File: src/rtl/anc_pkg.sv
package anc_pkg;

    // Status of the shared serial divider
    typedef struct packed {
        logic busy;
        logic done;
    } t_div_stat;

    // Sequencer state codes
    localparam int unsigned ST_W = 3;
    localparam logic [ST_W-1:0] S_IDLE  = 3'd0;
    localparam logic [ST_W-1:0] S_BEGIN = 3'd1;
    localparam logic [ST_W-1:0] S_DIV   = 3'd2;
    localparam logic [ST_W-1:0] S_ADDQ  = 3'd3;
    localparam logic [ST_W-1:0] S_END   = 3'd4;
    localparam logic [ST_W-1:0] S_DONE  = 3'd5;

endpackage

File: src/rtl/anc_div.sv
module anc_div import anc_pkg::*; #(
    parameter int unsigned DW = 27
) (
    input  logic          i_clk,
    input  logic          i_rst_n,
    input  logic          i_start,
    input  logic [DW-1:0] i_dividend,
    input  logic [DW-1:0] i_divisor,
    output t_div_stat     o_stat,
    output logic [DW-1:0] o_quo,
    output logic [DW-1:0] o_rem
);

    localparam int unsigned CW = $clog2(DW + 1);

    logic [CW-1:0] r_cnt, n_cnt;
    logic          r_busy, n_busy;
    logic          r_done, n_done;
    logic [DW-1:0] r_rem, n_rem;
    logic [DW-1:0] r_quo, n_quo;
    logic [DW-1:0] r_dvs, n_dvs;

    logic [DW:0]   w_rem_sh;
    logic [DW:0]   w_diff;
    logic          w_ge;

    // One restoring step: shift in next dividend bit, subtract when it fits
    assign w_rem_sh = {r_rem, r_quo[DW-1]};
    assign w_diff   = w_rem_sh - {1'b0, r_dvs};
    assign w_ge     = w_rem_sh >= {1'b0, r_dvs};

    always_comb begin
        n_cnt  = r_cnt;
        n_busy = r_busy;
        n_done = 1'b0;
        n_rem  = r_rem;
        n_quo  = r_quo;
        n_dvs  = r_dvs;
        if (r_busy) begin
            n_rem = w_ge ? w_diff[DW-1:0] : w_rem_sh[DW-1:0];
            n_quo = {r_quo[DW-2:0], w_ge};
            n_cnt = r_cnt - CW'(1);
            if (r_cnt == CW'(1)) begin
                n_busy = 1'b0;
                n_done = 1'b1;
            end
        end else if (i_start) begin
            n_rem  = '0;
            n_quo  = i_dividend;
            n_dvs  = i_divisor;
            n_cnt  = CW'(DW);
            n_busy = 1'b1;
        end
    end

    // Control state
    always_ff @(posedge i_clk) begin
        if (!i_rst_n) begin
            r_cnt  <= '0;
            r_busy <= 1'b0;
            r_done <= 1'b0;
        end else begin
            r_cnt  <= n_cnt;
            r_busy <= n_busy;
            r_done <= n_done;
        end
    end

    // Datapath
    always_ff @(posedge i_clk) begin
        r_rem <= n_rem;
        r_quo <= n_quo;
        r_dvs <= n_dvs;
    end

    assign o_stat.busy = r_busy;
    assign o_stat.done = r_done;
    assign o_quo       = r_quo;
    assign o_rem       = r_rem;

endmodule

File: src/rtl/amicable_number_check_core.sv
// Sequence: each aliquot sum s(v) tries divisors d = 1 .. floor(sqrt(v)) + 1, each trial
// being one serial division of DW = max(NUM_BITS, SUM_BITS) steps; the whole item takes
// s(n) then s(s(n)), the second pass skipped when s(n) saturates. A new number is taken
// only in the idle state, after the last result is loaded into the output register, so
// items do not overlap: the single shared divider serializes them. Synchronous active-low reset clears the
// sequencer, the divider control and the output valid.
module amicable_number_check_core import anc_pkg::*; #(
    parameter int unsigned NUM_BITS = 24,
    parameter int unsigned SUM_BITS = 27
) (
    input  logic                i_clk,
    input  logic                i_rst_n,
    input  logic                i_valid,
    output logic                o_ready,
    input  logic [NUM_BITS-1:0] i_number,
    output logic                o_valid,
    input  logic                i_ready,
    output logic [SUM_BITS-1:0] o_partner,
    output logic                o_is_amicable,
    output logic                o_is_perfect,
    output logic                o_overflow
);

    localparam int unsigned DW = (NUM_BITS > SUM_BITS) ? NUM_BITS : SUM_BITS;
    localparam int unsigned AW = DW + 3;
    localparam logic [AW-1:0] SUM_MAX = AW'({SUM_BITS{1'b1}});

    logic [ST_W-1:0]     r_state, n_state;
    logic                r_pass, n_pass;
    logic                r_start, n_start;
    logic [DW-1:0]       r_n, n_n;
    logic [DW-1:0]       r_val, n_val;
    logic [DW-1:0]       r_d, n_d;
    logic [DW-1:0]       r_q, n_q;
    logic [AW-1:0]       r_acc, n_acc;
    logic [SUM_BITS-1:0] r_partner, n_partner;
    logic                r_perfect, n_perfect;
    logic                r_amicable, n_amicable;
    logic                r_ovf, n_ovf;
    logic                r_o_valid, n_o_valid;
    logic [SUM_BITS-1:0] r_o_partner, n_o_partner;
    logic                r_o_amic, n_o_amic;
    logic                r_o_perf, n_o_perf;
    logic                r_o_ovf, n_o_ovf;

    t_div_stat           w_div;
    logic [DW-1:0]       w_quo;
    logic [DW-1:0]       w_rem;
    logic [AW-1:0]       w_sum;
    logic                w_sat;

    // Shared trial divider
    anc_div #(.DW(DW)) u_div (
        .i_clk      (i_clk),
        .i_rst_n    (i_rst_n),
        .i_start    (r_start),
        .i_dividend (r_val),
        .i_divisor  (r_d),
        .o_stat     (w_div),
        .o_quo      (w_quo),
        .o_rem      (w_rem)
    );

    // Aliquot sum = sigma(v) - v
    assign w_sum = r_acc - AW'(r_val);
    assign w_sat = w_sum > SUM_MAX;

    // Sequencer
    always_comb begin
        n_state     = r_state;
        n_pass      = r_pass;
        n_start     = 1'b0;
        n_n         = r_n;
        n_val       = r_val;
        n_d         = r_d;
        n_q         = r_q;
        n_acc       = r_acc;
        n_partner   = r_partner;
        n_perfect   = r_perfect;
        n_amicable  = r_amicable;
        n_ovf       = r_ovf;
        n_o_valid   = r_o_valid;
        n_o_partner = r_o_partner;
        n_o_amic    = r_o_amic;
        n_o_perf    = r_o_perf;
        n_o_ovf     = r_o_ovf;

        if (r_o_valid && i_ready) begin
            n_o_valid = 1'b0;
        end

        unique case (r_state)
            S_IDLE: begin
                if (i_valid) begin
                    n_n     = DW'(i_number);
                    n_val   = DW'(i_number);
                    n_pass  = 1'b0;
                    n_state = S_BEGIN;
                end
            end
            S_BEGIN: begin
                // Values below two have an empty sum; preload so acc - v is zero
                if (r_val < DW'(2)) begin
                    n_acc   = AW'(r_val);
                    n_state = S_END;
                end else begin
                    n_acc   = '0;
                    n_d     = DW'(1);
                    n_start = 1'b1;
                    n_state = S_DIV;
                end
            end
            S_DIV: begin
                if (w_div.done) begin
                    // d*d > v exactly when floor(v/d) < d
                    if (w_quo < r_d) begin
                        n_state = S_END;
                    end else if (w_rem == '0) begin
                        n_acc   = r_acc + AW'(r_d);
                        n_q     = w_quo;
                        n_state = S_ADDQ;
                    end else begin
                        n_d     = r_d + DW'(1);
                        n_start = 1'b1;
                    end
                end
            end
            S_ADDQ: begin
                // Cofactor, unless it is the square root itself
                if (r_q != r_d) begin
                    n_acc = r_acc + AW'(r_q);
                end
                n_d     = r_d + DW'(1);
                n_start = 1'b1;
                n_state = S_DIV;
            end
            S_END: begin
                if (!r_pass) begin
                    n_partner = w_sat ? SUM_MAX[SUM_BITS-1:0] : w_sum[SUM_BITS-1:0];
                    if (w_sat) begin
                        n_ovf      = 1'b1;
                        n_perfect  = 1'b0;
                        n_amicable = 1'b0;
                        n_state    = S_DONE;
                    end else begin
                        n_ovf     = 1'b0;
                        n_perfect = (w_sum == AW'(r_n));
                        n_val     = w_sum[DW-1:0];
                        n_pass    = 1'b1;
                        n_state   = S_BEGIN;
                    end
                end else begin
                    n_ovf      = w_sat;
                    n_amicable = !w_sat && (w_sum == AW'(r_n));
                    n_state    = S_DONE;
                end
            end
            S_DONE: begin
                // Load the output register once it is free
                if (!r_o_valid || i_ready) begin
                    n_o_valid   = 1'b1;
                    n_o_partner = r_partner;
                    n_o_amic    = r_amicable;
                    n_o_perf    = r_perfect;
                    n_o_ovf     = r_ovf;
                    n_state     = S_IDLE;
                end
            end
            default: begin
                n_state = S_IDLE;
            end
        endcase
    end

    // Control state
    always_ff @(posedge i_clk) begin
        if (!i_rst_n) begin
            r_state   <= S_IDLE;
            r_pass    <= 1'b0;
            r_start   <= 1'b0;
            r_o_valid <= 1'b0;
        end else begin
            r_state   <= n_state;
            r_pass    <= n_pass;
            r_start   <= n_start;
            r_o_valid <= n_o_valid;
        end
    end

    // Datapath
    always_ff @(posedge i_clk) begin
        r_n         <= n_n;
        r_val       <= n_val;
        r_d         <= n_d;
        r_q         <= n_q;
        r_acc       <= n_acc;
        r_partner   <= n_partner;
        r_perfect   <= n_perfect;
        r_amicable  <= n_amicable;
        r_ovf       <= n_ovf;
        r_o_partner <= n_o_partner;
        r_o_amic    <= n_o_amic;
        r_o_perf    <= n_o_perf;
        r_o_ovf     <= n_o_ovf;
    end

    assign o_ready       = (r_state == S_IDLE);
    assign o_valid       = r_o_valid;
    assign o_partner     = r_o_partner;
    assign o_is_amicable = r_o_amic;
    assign o_is_perfect  = r_o_perf;
    assign o_overflow    = r_o_ovf;

    // Divider only finishes while the sequencer waits on it
    a_div_done_in_div: assert property (@(posedge i_clk) disable iff (!i_rst_n)
        w_div.done |-> (r_state == S_DIV))
        else $error("divider done outside divide state");

    // A trial never starts with a zero divisor
    a_start_nonzero: assert property (@(posedge i_clk) disable iff (!i_rst_n)
        r_start |-> (r_d != '0))
        else $error("trial division with zero divisor");

    // A saturated sum never reports a partner pair
    a_ovf_not_amic: assert property (@(posedge i_clk) disable iff (!i_rst_n)
        (o_valid && o_overflow) |-> !o_is_amicable)
        else $error("overflow with amicable set");

    // A perfect number is its own partner
    a_perf_amic: assert property (@(posedge i_clk) disable iff (!i_rst_n)
        (o_valid && o_is_perfect) |-> (o_is_amicable && !o_overflow))
        else $error("perfect without amicable");

endmodule
File: config.mk
export PLATFORM = sky130hd
export DESIGN_NAME = amicable_number_check_core
export DESIGN_NICKNAME = d
export VERILOG_FILES = /design/src/rtl/anc_pkg.sv /design/src/rtl/anc_div.sv /design/src/rtl/amicable_number_check_core.sv
export SDC_FILE = /design/constraint.sdc
export NUM_CORES = 1
export LEC_CHECK = 0
export BUFFER_PORTS_ARGS = -buffer_cell sky130_fd_sc_hd__buf_4
export CAP_MARGIN = 10
export CORE_AREA = 4 4 178 180
export CTS_CLUSTER_DIAMETER = 150
export DETAILED_ROUTE_END_ITERATION = 7
export DIE_AREA = 0 0 182 184
export PLACE_DENSITY = 0.87
export SLEW_MARGIN = 40
export SYNTH_ARGS = -nofsm -noshare
export SYNTH_HDL_FRONTEND = slang
export SYNTH_SLANG_ARGS = --single-unit
File: constraint.sdc
create_clock -name i_clk -period 16.2 [get_ports i_clk]
set_input_delay 2.43 -clock i_clk [delete_from_list [all_inputs] [get_ports i_clk]]
set_output_delay 2.43 -clock i_clk [all_outputs]
set_load 0.01 [all_outputs]
# ---- After elaboration in Yosys (flattened, before gate mapping)
# Cells that the tools add are included.
dict set report classes {
  n_reduce_logical 23
  muxes 51
  n_lt_le_gt_ge 4
  eq_ne 19
  n_addsub 6
  bitwise_logic 3
}
# op n
set op_table {}
lappend op_table {{$mux 27} 13}
lappend op_table {{$mux 30} 4}
lappend op_table {{$pmux 30 s3} 1}
lappend op_table {{$pmux 27 s3} 1}
lappend op_table {{$add 30x27->30} 2}
lappend op_table {{$pmux 27 s2} 1}
lappend op_table {{$eq 30x24->1} 1}
lappend op_table {{$gt 30x27->1 const B} 1}
lappend op_table {{$sub 30x27->30} 1}
lappend op_table {{$ge 28x27->1} 1}
lappend op_table {{$add 27x1->27 const B} 1}
lappend op_table {{$logic_not 27->1} 1}
lappend op_table {{$lt 27x2->1 const B} 1}
lappend op_table {{$lt 27x27->1} 1}
lappend op_table {{$ne 27x27->1} 1}
lappend op_table {{$sub 27x27->27} 1}
lappend op_table {{$mux 3} 8}
lappend op_table {{$mux 1} 18}
lappend op_table {{$ne 2x2->1 const B} 9}
lappend op_table {{$pmux 3 s6} 1}
lappend op_table {{$reduce_and 2->1} 7}
lappend op_table {{$reduce_and 4->1} 3}
lappend op_table {{$mux 5} 2}
lappend op_table {{$reduce_and 5->1} 2}
lappend op_table {{16 further kinds} 24}
dict set report word_totals {
  word_cells 129
  input_bits 28
  out_inout_bits 32
  regBits 289
}

# ---- Depth between registers and ports, before layout
dict set report depth {
  ltp_word 5
  ltp_mapped 15
  ltp_nobuf 14
}

# ---- Modules after synthesis
# From an unflattened synthesis, not the netlist that was laid out.
dict set report unflattened {
  hier_cells 1616
  area_unflattened_um2 17429.2
}
# module instances seq_area_each_um2 cells_each area_each_um2
set modules_own_cells {}
lappend modules_own_cells {amicable_number_check_core 1 5975.7 1176 12361.9}
lappend modules_own_cells {anc_div 1 2572.5 440 5067.4}

# ---- Worst setup path after synthesis
# No wires, ideal clock.
dict set report synth_path {
  path_type {reg2reg}
  startpoint {register r_acc[0]}
  endpoint {register r_val[0], enable pin}
  synth_period_minus_slack_ns 5.372
  n_path_buf 1
  stages_incl_launch_ff 15
  path_slack_ns 10.828
  required_time_ns 15.748
  arrival_time_ns 4.920
  cell_sequence {edfxtp_1 -> inv_1 -> ha_1 -> inv_1 -> fa_1 -> a21o_1 -> a221oi_2 -> a21oi_2 -> a21oi_2 -> nor2_1 -> nor4_1 -> and3_1 -> clkbuf_1 -> inv_1 -> o31ai_1}
}
dict set report synth_between {
  elab_chain_cells 4
}
# element line
set synth_lines {}
lappend synth_lines {{start, declared} amicable_number_check_core.sv:35} ;# logic [AW-1:0] r_acc, n_acc;
lappend synth_lines {{start signal, assigned} amicable_number_check_core.sv:196} ;# r_acc <= n_acc;
lappend synth_lines {{$sub 30x27->30} amicable_number_check_core.sv:65} ;# assign w_sum = r_acc - AW'(r_val);
lappend synth_lines {{$gt 30x27->1} amicable_number_check_core.sv:66} ;# assign w_sat = w_sum > SUM_MAX;
lappend synth_lines {{via w_sat} amicable_number_check_core.sv:50} ;# logic w_sat;
lappend synth_lines {{$ne 2x2->1 (no source line)} --}
lappend synth_lines {{$reduce_and 4->1 (no source line)} --}
lappend synth_lines {{end signal, assigned} amicable_number_check_core.sv:193} ;# r_val <= n_val;
lappend synth_lines {{end, declared} amicable_number_check_core.sv:32} ;# logic [DW-1:0] r_val, n_val;
# The timed path passes the listed nets, and every way through them passes these cells.
# A chain may end at the register's enable or synchronous reset.

# ---- Worst setup path after layout
dict set report layout_path {
  startpoint {register r_state[1]}
  endpoint {register r_acc[26], data pin}
}
dict set report layout_between {
  elab_chain_cells 2
  elab_cells_between_ends 4
  cone_classes {eq/ne (3); mux (1)}
}
# element line
set layout_lines {}
lappend layout_lines {{start, declared} amicable_number_check_core.sv:28} ;# logic [ST_W-1:0] r_state, n_state;
lappend layout_lines {{start signal, assigned} amicable_number_check_core.sv:183} ;# r_state <= n_state;
lappend layout_lines {{$eq 3x2->1 or $eq 3x1->1 (tied branches)} amicable_number_check_core.sv:92} ;# unique case (r_state)
lappend layout_lines {{$pmux 30 s3 *} amicable_number_check_core.sv:92}
lappend layout_lines {{via n_acc[26]} amicable_number_check_core.sv:35}
# Mark *: on every way through the listed nets, which the timed path passes. The rest lies on a longest branch.

==> impl_metrics.tcl <==
set metrics [dict create \
    worstSetupPathType "flip-flop to flip-flop" \
    cts_hold_buf 0 \
    fin_nets 1855 \
    cp-end-kind "flip-flop" \
    yosysTopAreaCell "edfxtp_1" \
    pwr-share-seq_pct 35.9 \
    routed_wl_um 43960 \
    fin_util_pct 64.29 \
    max_freq_mhz 205.7 \
    synth-edff-count 276 \
    nFillCells 2257 \
    skew_ns 0.01941 \
    critPathArrivalTime_ns 5.15 \
    layout_min_cycle_time_ns 4.861 \
    tritoncts "done" \
    finalSetupTns_ns 0 \
    grt_overflow 0 \
    layout_commonest_cell "edfxtp_1" \
    power-per-cell-area_nw_per_um2 151.3 \
    dieArea_um2 33490 \
    worst_skew_pair.late_latency_ns 0.57 \
    p_leak_nw 7.452 \
    slew_headroom_pct 45.90 \
    drtIter0Drc 1237 \
    switching_power_w 0.001093 \
    clkSinkCount 289 \
    layout_common_cells "276 x edfxtp_1, 174 x nand2_1, 142 x nor2_1" \
    netlist_area_um2 17530 \
    die_w_um 182 \
    path_delay_family "compound AO/OA/AOI/OAI gates" \
    instances_no_fill 2134 \
    hold_path.class "flip-flop to flip-flop" \
    yosysWarnings 0 \
    slowest_delay_ns 0.58 \
    crit_path_max_fanout 28 \
    cap_violations 0 \
    wl_per_cell_um 20.60 \
    outcome "complete, no violations" \
    pwr-share-comb_pct 39.0 \
    start_util_pct 58.08 \
    synthCells 1672 \
    hold_viol_final 0 \
    slowest_stage "nor2b_2" \
    synthTopCellsByArea "edfxtp_1 47%, ha_1 7.8%, xnor2_1 4.1%, nand2_1 3.7%, nor2_1 3.1%" \
    track_usage_pct 25.75 \
    pin_count 60 \
    finalSetupViolCount 0 \
    synth_seq_area_share_pct 48.75 \
    grt_max_degree 73 \
    drive_gt1_share_pct 11.80 \
    ant_nets 0 \
    drt-vias-per-instance 6.225 \
    p_sw_share_pct 37.22 \
    drc 0 \
    start_kind "flip-flop" \
    grt_antenna_before_repair 0 \
    h-tree-depth 1 \
    min_from "r_partner[3]" \
    crit_top_cell "o21ai_0" \
    ys.flop_type "edfxtp_1" \
    p_clk_share_pct 25.1 \
    cts_buffers 31 \
    row_count 64 \
    postCtsSetupBuffers 0 \
    startpoint "r_state[1]" \
    timing.hold.ws_ns 0.4198 \
    first_global_vias 13080 \
    detail_route.first_pass.iterations 6 \
    synth_top_area_share_pct 47.27 \
    ir_drop_mv 0.09426 \
    post-route-period-util_pct 30.00 \
    grt_pass1_wl_um 70100 \
    worst-path-buf-inv 1 \
    slew_violations 0 \
    syn_avg_cell_area_um2 10.49 \
    clkTransAtPathRegs_ns 0.06 \
    core-area_um2 30190 \
    path_cells "nor2b_2 > nand2_1 > buf_4 > mux2_2 > ha_1 > fa_1 > a211oi_1 > o21a_1 > o21ai_0 > a31oi_1 > o21ai_0 > a211o_1 > a41oi_1 > xor2_1 > nor2_1" \
    numPortBuffers 59 \
    worstMarginPinSlew_ns 0.8115 \
    rsz0062_at_grt "false" \
    place_hpwl_um 31770 \
    required_ns 16.49 \
    cts_buffer_depth 3 \
    gp_congestion 0.9602 \
    root_buffer "clkbuf_16" \
    synth-seq-cells 289 \
    synth_nets 1813 \
    antenna_cells 0 \
    dpl.cell_count 2077 \
    synthArstFlopShare_pct 0 \
    cts_resized 0 \
    p_int_w 0.001843 \
    die_h_um 184 \
    synthToLayoutAreaGrowth_pct 10.68 \
    r2r-start "r_state[1]" \
    synthDistinctLibCells 88 \
    vias 13290 \
]
[final cells by class]
type	count	area [um2]	area share, %
Sequential cell	289	8549	44.05
Clock buffer	37	818.3	4.216
Multi-Input combinational cell	1211	8372	43.14
Timing Repair Buffer	71	533.0	2.746
Tap cell	396	495.5	2.553
Inverter	110	412.9	2.128
Clock inverter	20	226.5	1.167
[cells in the mapped netlist, drive strengths merged, types with 4 or more instances]
cell and count:
buf 9, inv 110, mux2i 11, or3b 4, or3 9, clkbuf 53, a31oi 17, nand3 35
and3 18, nor3 29, xnor2 83, a221oi 5, and4 5, a21o 39, nand2 175, nor4 27
o2111ai 7, a41oi 6, or4 7, nor2 143, nand4 37, o21bai 8, ha 110, o21ai 91
mux2 29, and2 10, o31ai 9, a211oi 18, a211o 11, nor2b 10, or2 8, o211ai 6
a21oi 90, o21a 26, o31a 5, xor2 43, edfxtp 276, nand2b 17, dfxtp 13, a2111oi 4
a311oi 4, a21boi 8
[logic make-up (layout without fill, tap and decap cells)]
group | Yosys count | in the layout | share of synthesized area [%]
xor+xnor | 131 | 131 | 7.079
flops | 289 | 289 | 48.75
simple gates | 544 | 544 | 14.81
mux | 40 | 40 | 2.490
fa+ha+maj | 113 | 113 | 8.192
compound gates | 383 | 383 | 14.89
buf+inv | 172 | 238 | 3.782
[worst register-to-register path, cell delays in order (launching register included)]
cell and delay [ns]:
dfxtp_1 0.56, nor2b_2 0.58, nand2_1 0.10, buf_4 0.26, mux2_2 0.35, ha_1 0.22, fa_1 0.43, a211oi_1 0.27
o21a_1 0.20, o21ai_0 0.09, a31oi_1 0.36, o21ai_0 0.32, a211o_1 0.37, a41oi_1 0.25, xor2_1 0.16, nor2_1 0.05
[worst paths after layout]
| check | endpoint | slack [ns] | cells after the start |
|---|---|---|---|
| setup / recovery | r_acc[26] | 11.34 | 15 |
| hold / removal | o_partner[3] | 0.42 | 0 |
| setup reg to reg | r_acc[26] | 11.34 | 15 |
| hold reg to reg | o_partner[3] | 0.42 | 0 |
[layer usage]
layer | vias up | routed length, um | GRT usage (%)
met5 | - | 0 | 0
met2 | 566 | 21220 | 43.35
met1 | 6378 | 18380 | 34.98
met3 | 101 | 2825 | 2.948
li1 | 6240 | - | -
met4 | 0 | 1541 | 9.006
[per-stage QoR]
stage | total power [W] | instance area, um2 | setup WS [ns]
2_1_floorplan | 0.001889 | 17530 | 10.83
3_3_place_gp | 0.002149 | 18340 | 11.37
3_5_place_dp | 0.002181 | 18360 | 11.47
4_1_cts | 0.002929 | 19400 | 11.45
5_1_grt | 0.003098 | 19410 | 10.98
6_report | 0.002936 | 19410 | 11.34
[sequential cells by signal, summed over array words and instances (netlist names), 27 cells and up]
signal / flops
u_div.r_dvs: 27
r_d: 27
r_val: 27
r_q: 27
u_div.o_quo: 27
r_acc: 30
o_partner: 27
r_partner: 27
u_div.o_rem: 27
[power groups by stage]
stage	Sequential [W]	Clock, W	Combinational (W)
3_3_place_gp	0.00106	0	0.00109
6_report	0.00105	0.000737	0.00115
5_1_grt	0.00106	0.000780	0.00125
4_1_cts	0.00105	0.000748	0.00113
2_1_floorplan	0.00103	0	0.000860
3_5_place_dp	0.00107	0	0.00112
Note: power is estimated with default switching activity, not from simulation.
